==> config.mk <==
export PLATFORM = sky130hd
export DESIGN_NAME = session_id_free_list_allocator
export DESIGN_NICKNAME = d
export VERILOG_FILES = /design/src/rtl/sidal_pkg.sv /design/src/rtl/sidal_stack.sv /design/src/rtl/sidal_active.sv /design/src/rtl/session_id_free_list_allocator.sv
export SDC_FILE = /design/constraint.sdc
export NUM_CORES = 2
export LEC_CHECK = 0
export BUFFER_PORTS_ARGS = -buffer_cell sky130_fd_sc_hd__buf_2
export CORE_ASPECT_RATIO = 0.5
export CORE_MARGIN = 4
export CORE_UTILIZATION = 30
export CTS_BUF_LIST = sky130_fd_sc_hd__clkbuf_8
export CTS_CLUSTER_DIAMETER = 80
export DETAILED_ROUTE_END_ITERATION = 8
export PLACE_DENSITY = 0.41
export SYNTH_ARGS = -nofsm -noshare
export SYNTH_HDL_FRONTEND = slang
export SYNTH_MEMORY_MAX_BITS = 65536
export SYNTH_SLANG_ARGS = --single-unit
==> constraint.sdc <==
create_clock -name i_clk -period 11.1 [get_ports i_clk]
set_input_delay 1.11 -clock i_clk [delete_from_list [all_inputs] [get_ports i_clk]]
set_output_delay 1.11 -clock i_clk [all_outputs]
set_load 0.01 [all_outputs]
==> src/rtl/sidal_pkg.sv <==
`timescale 1ns / 1ps
// shared constants, mode codes and control structs for the session id allocator
// no dependencies

package sidal_pkg;

    localparam int ID_W   = 16;
    localparam int MODE_W = 2;

    localparam int DEF_NUM_IDS = 256;
    localparam int DEF_ID_BASE = 1000;

    localparam logic [MODE_W-1:0] MODE_ALLOC   = 2'd0;
    localparam logic [MODE_W-1:0] MODE_RELEASE = 2'd1;
    localparam logic [MODE_W-1:0] MODE_SET     = 2'd2;
    localparam logic [MODE_W-1:0] MODE_QUERY   = 2'd3;

    // stack request issued at input accept
    typedef struct packed {
        logic pop;
        logic push;
    } t_stack_op;

    // active bit write from the commit stage
    typedef struct packed {
        logic en;
        logic data;
    } t_act_wr;

endpackage

==> src/rtl/sidal_stack.sv <==
`timescale 1ns / 1ps
// free id stack: memory, fill count and low-water mark for untouched entries
// depends on sidal_pkg

module sidal_stack #(
    parameter int NUM_IDS = sidal_pkg::DEF_NUM_IDS,
    parameter int ID_BASE = sidal_pkg::DEF_ID_BASE
) (
    input  logic                      i_clk,
    input  logic                      i_rst_n,
    input  sidal_pkg::t_stack_op      i_op,
    input  logic [sidal_pkg::ID_W-1:0] i_push_id,
    output logic                      o_empty,
    output logic                      o_full,
    output logic [sidal_pkg::ID_W-1:0] o_top
);
    import sidal_pkg::*;

    localparam int CNT_W = $clog2(NUM_IDS + 1);
    localparam int IDX_W = (NUM_IDS > 1) ? $clog2(NUM_IDS) : 1;
    localparam logic [CNT_W-1:0] FULL_CNT = CNT_W'(NUM_IDS);
    localparam logic [ID_W-1:0]  BASE_ID  = ID_W'(ID_BASE);

    logic [ID_W-1:0]  r_mem [NUM_IDS];
    logic [CNT_W-1:0] r_count, n_count;
    logic [CNT_W-1:0] r_low, n_low;
    logic [ID_W-1:0]  r_rd;
    logic [ID_W-1:0]  r_init_val;
    logic             r_use_init;
    logic [CNT_W-1:0] w_dec;
    logic [IDX_W-1:0] w_rd_idx;
    logic [IDX_W-1:0] w_wr_idx;

    assign w_dec    = r_count - 1'b1;
    assign w_rd_idx = w_dec[IDX_W-1:0];
    assign w_wr_idx = r_count[IDX_W-1:0];
    assign o_empty  = (r_count == '0);
    assign o_full   = (r_count == FULL_CNT);

    always_comb begin
        n_count = r_count;
        n_low   = r_low;
        if (i_op.pop) begin
            n_count = w_dec;
            if (w_dec < r_low) begin
                n_low = w_dec;
            end
        end else if (i_op.push) begin
            n_count = r_count + 1'b1;
        end
    end

    always_ff @(posedge i_clk) begin
        if (!i_rst_n) begin
            r_count <= FULL_CNT;
            r_low   <= FULL_CNT;
        end else begin
            r_count <= n_count;
            r_low   <= n_low;
        end
    end

    always_ff @(posedge i_clk) begin
        if (i_op.push) begin
            r_mem[w_wr_idx] <= i_push_id;
        end
    end

    // entries never popped are served from their reset id, not from memory
    always_ff @(posedge i_clk) begin
        if (i_op.pop) begin
            r_rd       <= r_mem[w_rd_idx];
            r_use_init <= (r_low == r_count);
            r_init_val <= BASE_ID + ID_W'(w_dec);
        end
    end

    assign o_top = r_use_init ? r_init_val : r_rd;

endmodule

==> src/rtl/sidal_active.sv <==
`timescale 1ns / 1ps
// active bit memory with clearing pass after reset and write forwarding
// depends on sidal_pkg

module sidal_active #(
    parameter int NUM_IDS = sidal_pkg::DEF_NUM_IDS
) (
    input  logic                 i_clk,
    input  logic                 i_rst_n,
    input  logic                 i_rd_en,
    input  logic [((NUM_IDS > 1) ? $clog2(NUM_IDS) : 1)-1:0] i_rd_addr,
    input  sidal_pkg::t_act_wr   i_wr,
    input  logic [((NUM_IDS > 1) ? $clog2(NUM_IDS) : 1)-1:0] i_wr_addr,
    output logic                 o_rd_flag,
    output logic                 o_busy
);
    import sidal_pkg::*;

    localparam int IDX_W = (NUM_IDS > 1) ? $clog2(NUM_IDS) : 1;
    localparam logic [IDX_W-1:0] LAST_IDX = IDX_W'(NUM_IDS - 1);

    logic             r_mem [NUM_IDS];
    logic             r_busy;
    logic [IDX_W-1:0] r_clr_idx;
    logic             r_mem_q;
    logic             r_hit;
    logic             r_hit_val;
    logic             w_we;
    logic [IDX_W-1:0] w_waddr;
    logic             w_wdata;

    assign w_we    = r_busy | i_wr.en;
    assign w_waddr = r_busy ? r_clr_idx : i_wr_addr;
    assign w_wdata = r_busy ? 1'b0 : i_wr.data;

    always_ff @(posedge i_clk) begin
        if (!i_rst_n) begin
            r_busy    <= 1'b1;
            r_clr_idx <= '0;
        end else if (r_busy) begin
            r_clr_idx <= r_clr_idx + 1'b1;
            if (r_clr_idx == LAST_IDX) begin
                r_busy <= 1'b0;
            end
        end
    end

    always_ff @(posedge i_clk) begin
        if (w_we) begin
            r_mem[w_waddr] <= w_wdata;
        end
    end

    always_ff @(posedge i_clk) begin
        if (i_rd_en) begin
            r_mem_q   <= r_mem[i_rd_addr];
            r_hit     <= i_wr.en && (i_wr_addr == i_rd_addr);
            r_hit_val <= i_wr.data;
        end
    end

    assign o_rd_flag = r_hit ? r_hit_val : r_mem_q;
    assign o_busy    = r_busy;

endmodule

==> src/rtl/session_id_free_list_allocator.sv <==
`timescale 1ns / 1ps
// session id allocator: LIFO free stack of ids plus one active bit per id
// depends on sidal_pkg, sidal_stack, sidal_active
//
// usage
//   request channel i_valid / o_ready carries i_mode (allocate, release, set
//   active bit, query active bit), i_session_id and i_active_value
//   result channel o_valid / i_ready carries o_ok, o_id_out, o_active_flag,
//   exactly one result item per request item, in order
//   a result passes the commit stage and the result register before it is shown
//   throughput: one item per cycle while o_ready is high; the stack pointer
//   moves at accept time, so a pop right after a push reads the freshly
//   written entry, and the active bit memory forwards the write of the
//   item ahead of it; after reset the stack is full with the highest id on
//   top; entries never popped are served from their reset id, so the stack
//   needs no fill; reset also starts a clearing pass over all NUM_IDS
//   active bits (256 at the default), during which o_ready stays low
//   a stalled receiver holds the result register; one more item waits in
//   the commit stage, after which o_ready drops until the result is taken

module session_id_free_list_allocator #(
    parameter int NUM_IDS = sidal_pkg::DEF_NUM_IDS,
    parameter int ID_BASE = sidal_pkg::DEF_ID_BASE
) (
    input  logic                          i_clk,
    input  logic                          i_rst_n,
    input  logic                          i_valid,
    output logic                          o_ready,
    input  logic [sidal_pkg::MODE_W-1:0]  i_mode,
    input  logic [sidal_pkg::ID_W-1:0]    i_session_id,
    input  logic                          i_active_value,
    output logic                          o_valid,
    input  logic                          i_ready,
    output logic                          o_ok,
    output logic [sidal_pkg::ID_W-1:0]    o_id_out,
    output logic                          o_active_flag
);
    import sidal_pkg::*;

    localparam int IDX_W = (NUM_IDS > 1) ? $clog2(NUM_IDS) : 1;
    localparam logic [ID_W:0] BASE_X  = (ID_W + 1)'(ID_BASE);
    localparam logic [ID_W:0] LIMIT_X = (ID_W + 1)'(ID_BASE + NUM_IDS);

    // id range check without wraparound
    function automatic logic f_in_range(input logic [ID_W-1:0] id);
        logic [ID_W:0] x;
        x = {1'b0, id};
        return (x >= BASE_X) && (x < LIMIT_X);
    endfunction

    // input decode
    logic             w_accept;
    logic             w_adv;
    logic             w_busy;
    logic             w_empty;
    logic             w_full;
    logic             w_inr;
    logic [ID_W:0]    w_in_diff;
    logic [IDX_W-1:0] w_in_slot;
    logic             w_ok_pre;
    t_stack_op        w_sop;

    // commit stage
    logic              r_s1_v;
    logic [MODE_W-1:0] r_s1_mode;
    logic              r_s1_inr;
    logic              r_s1_ok;
    logic [IDX_W-1:0]  r_s1_slot;
    logic              r_s1_val;

    logic [ID_W-1:0]  w_top;
    logic [ID_W:0]    w_top_diff;
    logic             w_top_inr;
    logic             w_act_flag;
    t_act_wr          w_awr;
    logic [IDX_W-1:0] w_awr_addr;
    logic [ID_W-1:0]  w_id_res;
    logic             w_flag_res;

    // result register
    logic            r_out_v;
    logic            r_out_ok;
    logic [ID_W-1:0] r_out_id;
    logic            r_out_flag;

    assign w_adv    = !r_out_v || i_ready;
    assign o_ready  = !w_busy && (!r_s1_v || w_adv);
    assign w_accept = i_valid && o_ready;

    assign w_inr     = f_in_range(i_session_id);
    assign w_in_diff = {1'b0, i_session_id} - BASE_X;
    assign w_in_slot = w_in_diff[IDX_W-1:0];

    // stack moves at accept time so back-to-back items see each other
    always_comb begin
        w_sop    = '0;
        w_ok_pre = 1'b0;
        case (i_mode)
            MODE_ALLOC: begin
                w_sop.pop = w_accept && !w_empty;
                w_ok_pre  = !w_empty;
            end
            MODE_RELEASE: begin
                w_sop.push = w_accept && w_inr && !w_full;
                w_ok_pre   = w_inr && !w_full;
            end
            MODE_SET, MODE_QUERY: begin
                w_ok_pre = w_inr;
            end
            default: begin
                w_ok_pre = 1'b0;
            end
        endcase
    end

    sidal_stack #(
        .NUM_IDS (NUM_IDS),
        .ID_BASE (ID_BASE)
    ) u_stack (
        .i_clk     (i_clk),
        .i_rst_n   (i_rst_n),
        .i_op      (w_sop),
        .i_push_id (i_session_id),
        .o_empty   (w_empty),
        .o_full    (w_full),
        .o_top     (w_top)
    );

    always_ff @(posedge i_clk) begin
        if (!i_rst_n) begin
            r_s1_v <= 1'b0;
        end else if (w_accept) begin
            r_s1_v <= 1'b1;
        end else if (w_adv) begin
            r_s1_v <= 1'b0;
        end
    end

    always_ff @(posedge i_clk) begin
        if (w_accept) begin
            r_s1_mode <= i_mode;
            r_s1_inr  <= w_inr;
            r_s1_ok   <= w_ok_pre;
            r_s1_slot <= w_in_slot;
            r_s1_val  <= i_active_value;
        end
    end

    // popped id is normally in range; a wrapped reset id is not
    assign w_top_inr  = f_in_range(w_top);
    assign w_top_diff = {1'b0, w_top} - BASE_X;

    // active bit update, written only when the item commits
    always_comb begin
        w_awr      = '0;
        w_awr_addr = r_s1_slot;
        w_id_res   = '0;
        w_flag_res = 1'b0;
        case (r_s1_mode)
            MODE_ALLOC: begin
                w_awr.en   = r_s1_v && w_adv && r_s1_ok && w_top_inr;
                w_awr.data = 1'b1;
                w_awr_addr = w_top_diff[IDX_W-1:0];
                w_id_res   = r_s1_ok ? w_top : '0;
            end
            MODE_RELEASE: begin
                w_awr.en   = r_s1_v && w_adv && r_s1_inr;
                w_awr.data = 1'b0;
            end
            MODE_SET: begin
                w_awr.en   = r_s1_v && w_adv && r_s1_inr;
                w_awr.data = r_s1_val;
            end
            MODE_QUERY: begin
                w_flag_res = r_s1_inr && w_act_flag;
            end
            default: begin
                w_awr = '0;
            end
        endcase
    end

    sidal_active #(
        .NUM_IDS (NUM_IDS)
    ) u_active (
        .i_clk     (i_clk),
        .i_rst_n   (i_rst_n),
        .i_rd_en   (w_accept),
        .i_rd_addr (w_in_slot),
        .i_wr      (w_awr),
        .i_wr_addr (w_awr_addr),
        .o_rd_flag (w_act_flag),
        .o_busy    (w_busy)
    );

    always_ff @(posedge i_clk) begin
        if (!i_rst_n) begin
            r_out_v <= 1'b0;
        end else if (w_adv) begin
            r_out_v <= r_s1_v;
        end
    end

    always_ff @(posedge i_clk) begin
        if (w_adv && r_s1_v) begin
            r_out_ok   <= r_s1_ok;
            r_out_id   <= w_id_res;
            r_out_flag <= w_flag_res;
        end
    end

    assign o_valid       = r_out_v;
    assign o_ok          = r_out_ok;
    assign o_id_out      = r_out_id;
    assign o_active_flag = r_out_flag;

endmodule

Yosys cells after proc, flatten, opt, wreduce, memory -nomap -nowiden
Memories as Yosys holds them, arrays and structs flattened. A register that Yosys moved wholly into a read port is not among the register bits.
Index checks and enable logic that the tools add are counted.
Widths: inputs -> output; s select.
{ "totals": {"output_inout_bits": 20, "inputBits": 23, "mem_count": 2, "register_bits": 79, "mem_bits_rw": 4352, "elab_cells": 90} }
{ "mem_list": {"columns": ["name", "words", "width", "read_ports", "rd_ports_with_merged_regs", "wr", "line_no", "source"], "rows": [
  ["u_stack.r_mem", 256, 16, 1, 1, 1, "sidal_stack.sv:24", "logic [ID_W-1:0] r_mem [NUM_IDS];"],
  ["u_active.r_mem", 256, 1, 1, 1, 1, "sidal_active.sv:22", "logic r_mem [NUM_IDS];"]
]} }
{ "op_classes": {"n_reduce_logical": 29, "n_lt_le_gt_ge": 5, "bitwise": 1, "add_sub_neg": 6, "muxes": 19, "eq_ne": 10} }
{ "op_table": {"columns": ["op", "n"], "rows": [
  ["$ge 16x10->1 const B", 2],
  ["$lt 16x11->1 const B", 2],
  ["$mux 9", 2],
  ["$mux 16", 1],
  ["$mux 8", 2],
  ["$sub 8x8->8 const B", 2],
  ["$logic_and 1x1->1", 14],
  ["$mux 1", 12],
  ["$add 10x9->11 const A", 1],
  ["$add 9x1->9 const B", 1],
  ["$eq 9x9->1", 1],
  ["$eq 9x9->1 const B", 1],
  ["$logic_not 9->1", 1],
  ["$lt 9x9->1", 1],
  ["$sub 9x1->9 const B", 1],
  ["$add 8x1->8 const B", 1],
  ["$eq 2x2->1 const B", 4],
  ["$eq 8x8->1", 1],
  ["$eq 8x8->1 const B", 1],
  ["$pmux 2 s3", 1],
  ["$logic_not 1->1", 5],
  ["$eq 2x1->1 const B", 2],
  ["$logic_not 2->1", 2],
  ["$reduce_and 2->1", 2],
  ["5 further kinds", 7]
]} }

Depth between registers and ports, before layout
{ "depth": {"ltp_word": 10, "mapped_depth": 20, "mapped_depth_nobuf": 12} }

Cells and area by module
A second synthesis with hierarchy kept.
{ "hier_totals": {"hier_cells": 7646, "hier_area_um2": 172675.6} }
{ "by_module_without_submodules": {"columns": ["module", "cells_per_inst", "area_each_um2", "seq_area_each_um2", "n_inst"], "rows": [
  ["sidal_stack", 6617, 159052.5, 124199.1, 1],
  ["sidal_active", 897, 12054.1, 7957.6, 1],
  ["session_id_free_list_allocator", 132, 1569.0, 970.9, 1]
]} }

Worst setup path before layout
Ideal clock, no wire load.
{ "synth_path": {"path_type": "register to register", "start": "reg u_active.r_busy, in the netlist u_active.o_busy", "end": "mem u_active.r_mem[0], data pin", "setup_ns": 1.448, "setup_slack_ns": 2.642, "path_stages_with_launch": 4, "t_required_ns": 9.652, "path_buffers": 2, "period_less_slack_ns": 8.458, "arrival_time_ns": 7.010, "cell_sequence": "dfxtp_1 -> buf_1 -> clkbuf_1 -> nor2b_1"} }
{ "synth_between": {"elab_chain_cells": 1} }
{ "synth_lines": {"columns": ["item", "line_no", "source"], "rows": [
  ["start: declaration", "sidal_active.sv:23", "logic r_busy;"],
  ["start signal: assignment", "sidal_active.sv:38", "r_busy <= 1'b1;"],
  ["start signal: assignment", "sidal_active.sv:43", "r_busy <= 1'b0;"],
  ["$mux 1", "sidal_active.sv:34", "assign w_wdata = r_busy ? 1'b0 : i_wr.data;"],
  ["named net u_active.w_wdata", "sidal_active.sv:30", "logic w_wdata;"],
  ["end: declaration", "sidal_active.sv:22", null]
]} }
The timed path passes the listed nets, and every way through them passes these cells.

Worst setup path in the final report
{ "layout_path": {"start": "reg u_stack.r_count[0]", "end": "reg u_stack.r_rd[4] (read register of u_stack.r_mem), data pin"} }
{ "layout_between": {"elab_cells_between_ends": 5, "cone_classes": "1 x add/sub; 1 x mux; 3 x reduce/logical"} }
{ "layout_rtl": {"columns": ["item", "line_no", "source"], "rows": [
  ["start: declaration", "sidal_stack.sv:25", "logic [CNT_W-1:0] r_count, n_count;"],
  ["start signal: assignment", "sidal_stack.sv:58", "r_count <= n_count;"],
  ["$sub 9x1->9", "sidal_stack.sv:34", "assign w_dec = r_count - 1'b1;"],
  ["named net u_stack.w_dec[0]", "sidal_stack.sv:30", "logic [CNT_W-1:0] w_dec;"],
  ["end: declaration", "sidal_stack.sv:27", "logic [ID_W-1:0] r_rd;"]
]} }
The timed path passes the listed nets, and every way through them passes these cells.
A chain may end at the register's enable or synchronous reset.

==> metrics.yaml <==
clock_tree:
  clkSinkCount: 4443
  numCtsBuffers: 684
  h-tree-depth: 6
  clk_path_buf_depth: 4
  cts_tree: "done"
  clkTransAtPathRegs_ns: 0.07
  clk_latency_ns: 1.26
  clockRootBuffer: "clkbuf_8"
die:
  dieHeight_um: 543
  die_area_um2: 586000
  die-width_um: 1080
  start_util_pct: 30.1
  row_count: 196
  core-area_um2: 570000
  ios: 43
job:
  drv_cap: 0
cells_and_area:
  final_util_pct: 34.3
  drive_gt1_share_pct: 32.5
  fin_nets: 8051
  final_cells: 16200
  layout.cells.most_common_list: "4,414 x edfxtp_1, 1,361 x mux4_2, 695 x clkbuf_8"
  area_delta_synth_final_pct: 13.8
  n_fill_cell: 53300
  mostFrequentLayoutCell: "edfxtp_1"
yosys:
  synthTopCellsByArea: "edfxtp_1 77%, mux4_2 18%, nor2_1 1.2%"
  yosys_register_bits: 4443
  netlist_area_um2: 172000
  avgSynthCellArea_um2: 23.4
  seq_area_frac_synth_pct: 77.4
  synth.largest_area_cell: "edfxtp_1"
  synthFlopType: "edfxtp_1"
  synthDistinctLibCells: 67
  synth_edf_count: 4414
  async_reset_ff_share_pct: 0
  synth_cells: 7350
  synth_top_area_share_pct: 77.1
  syn_nets: 7390
  synth_warnings: 0
setup_path:
  cp_common_cell: "mux4_2"
  path_class: "flip-flop to flip-flop"
  cp_slowest_stage_delay_ns: 1.12
  path_cells: "inv_1 -> ha_4 -> buf_4 -> buf_12 -> mux4_2 -> mux4_2 -> a22o_1 -> a221oi_1 -> o22ai_1 -> or2_1"
  crit_family: "compound AO/OA/AOI/OAI gates"
  worstPathRequired_ns: 12.08
  crit_buf_inv: 3
  arrival_ns: 8.00
  critPathSlowestCell: "a221oi_1"
  cp_max_fo: 95
  critPathLaunchType: "flip-flop"
  crit_path_end_kind: "flip-flop"
timing:
  finalCritPeriodShare_pct: 63.2
  fin_crit_ns: 7.02
  setup_tns_ns: 0
  fmax_mhz: 143
  setup_viol: 0
  tightest_slew_ns: 1.49
  rsz0062_at_grt: "false"
  hold_viol_final: 0
  relSlewSlack_pct: 0.561
  skew_ns: 0.0692
  slew_viol_final: 0
global_route:
  antenna_found_initial: 64
  first_global_vias: 84400
  met1_usage_pct: 25.5
  grt_pass1_wl_um: 720000
  grt-busiest-layer: "met2"
  grtUsageMet3_pct: 3.48
  grt_max_degree: 257
  met2_usage_pct: 27.5
  grt-ovfl-total: 0
  gr-usage-all-layers_pct: 17.5
routing:
  drc_errors: 0
  ant_nets: 0
  drt_iter0_drc: 8915
  avgViaCountPerCell: 5.03
  vias: 81300
  drt-pass1-iter-count: 5
  wl_um: 525000
  wl_per_cell_um: 32.5
power_and_ir_drop:
  vdd_drop_max_uv: 90.5
  p_leak_nw: 58.7
  p_per_area_nw_per_um2: 161
placed_design:
  hpwl_um: 299000
  portBuffers: 42
  gp_congestion: 0.749
  place_inst: 14900
outcome:
  status: "completed"
min_path:
  hold_path.class: "input port to flip-flop"
==> sequential cells by signal, indices dropped and copies added (netlist names), 2 cells and up <==
name / count
u_active.r_mem: 256
u_stack.r_count: 9
u_stack.r_mem: 4096
r_s1_slot: 8
u_stack.r_init_val: 11
u_active.r_clr_idx: 8
u_stack.r_rd: 16
o_id_out: 16
u_stack.r_low: 9
r_s1_mode: 2
==> path summary, 6_finish.rpt <==
kind,from,end,slack [ns],depth (start not counted)
hold / removal,i_active_value,r_s1_val,0.21,1
hold reg to reg,r_s1_ok,o_ok,0.44,0
setup / recovery,u_stack.r_count[0],u_stack.r_rd[4],4.08,10
setup reg to reg,u_stack.r_count[0],u_stack.r_rd[4],4.08,10
==> through the flow <==
step                cell area [um2]  power (W)  hold WS (ns)  worst slack, ns
floorplan                    172000     0.0188         0.426             2.64
global placement             183000     0.0192         0.436             4.02
detailed placement           184000     0.0192         0.435             4.03
CTS                          196000     0.0319        0.0121             3.97
global route                 196000     0.0327        0.0669             3.73
finish                       196000     0.0315         0.209             4.08
==> Yosys cell counts (all sizes together), types with 28 or more instances <==
library cell / instances
inv: 30
mux4: 1361
o22ai: 38
xnor2: 28
clkbuf: 221
nand2: 95
nor2: 556
edfxtp: 4414
a22o: 64
buf: 202
a221oi: 64
dfxtp: 29
==> routing by layer <==
metal | share of wire (%) | vias up
met5 | 0.0051 | -
met4 | 1.8 | 4
met3 | 6.4 | 634
met2 | 46 | 2695
met1 | 46 | 45200
li1 | - | 32700
==> kinds of logic after synthesis <==
group | share of synthesized area [%]
flip-flops | 77.4
multiplexers | 17.9
AND/OR/NAND/NOR | 1.88
buffers and inverters | 1.24
AO/OA/AOI/OAI | 1.16
XOR/XNOR | 0.218
adder cells (fa/ha/maj) | 0.124
==> power breakdown <==
part	internal [W]	leakage, nW	switching, W
combinational	0.0000513	11.6	0.000353
clock	0.00597	6.99	0.00668
sequential	0.0184	40.1	0.00000182
==> cell type report <==
class | count | area [um2] | share of cell area [%]
Antenna cell | 10 | 25.0 | 0.0128
Clock buffer | 695 | 9570 | 4.89
Clock inverter | 501 | 2410 | 1.23
Multi-Input combinational cell | 2454 | 37500 | 19.2
Inverter | 30 | 120 | 0.0614
Sequential cell | 4443 | 133000 | 68.1
Tap cell | 7623 | 9540 | 4.88
Timing Repair Buffer | 398 | 3290 | 1.68
==> timing repair <==
item / in CTS / in global routing
gates resized for setup: 0 / 0
setup endpoints to repair: 0 / 0
hold endpoints to repair: 2 / 0
hold buffers: 2 / 0
setup buffers: 0 / 0
(Power assumes the default switching activity.)
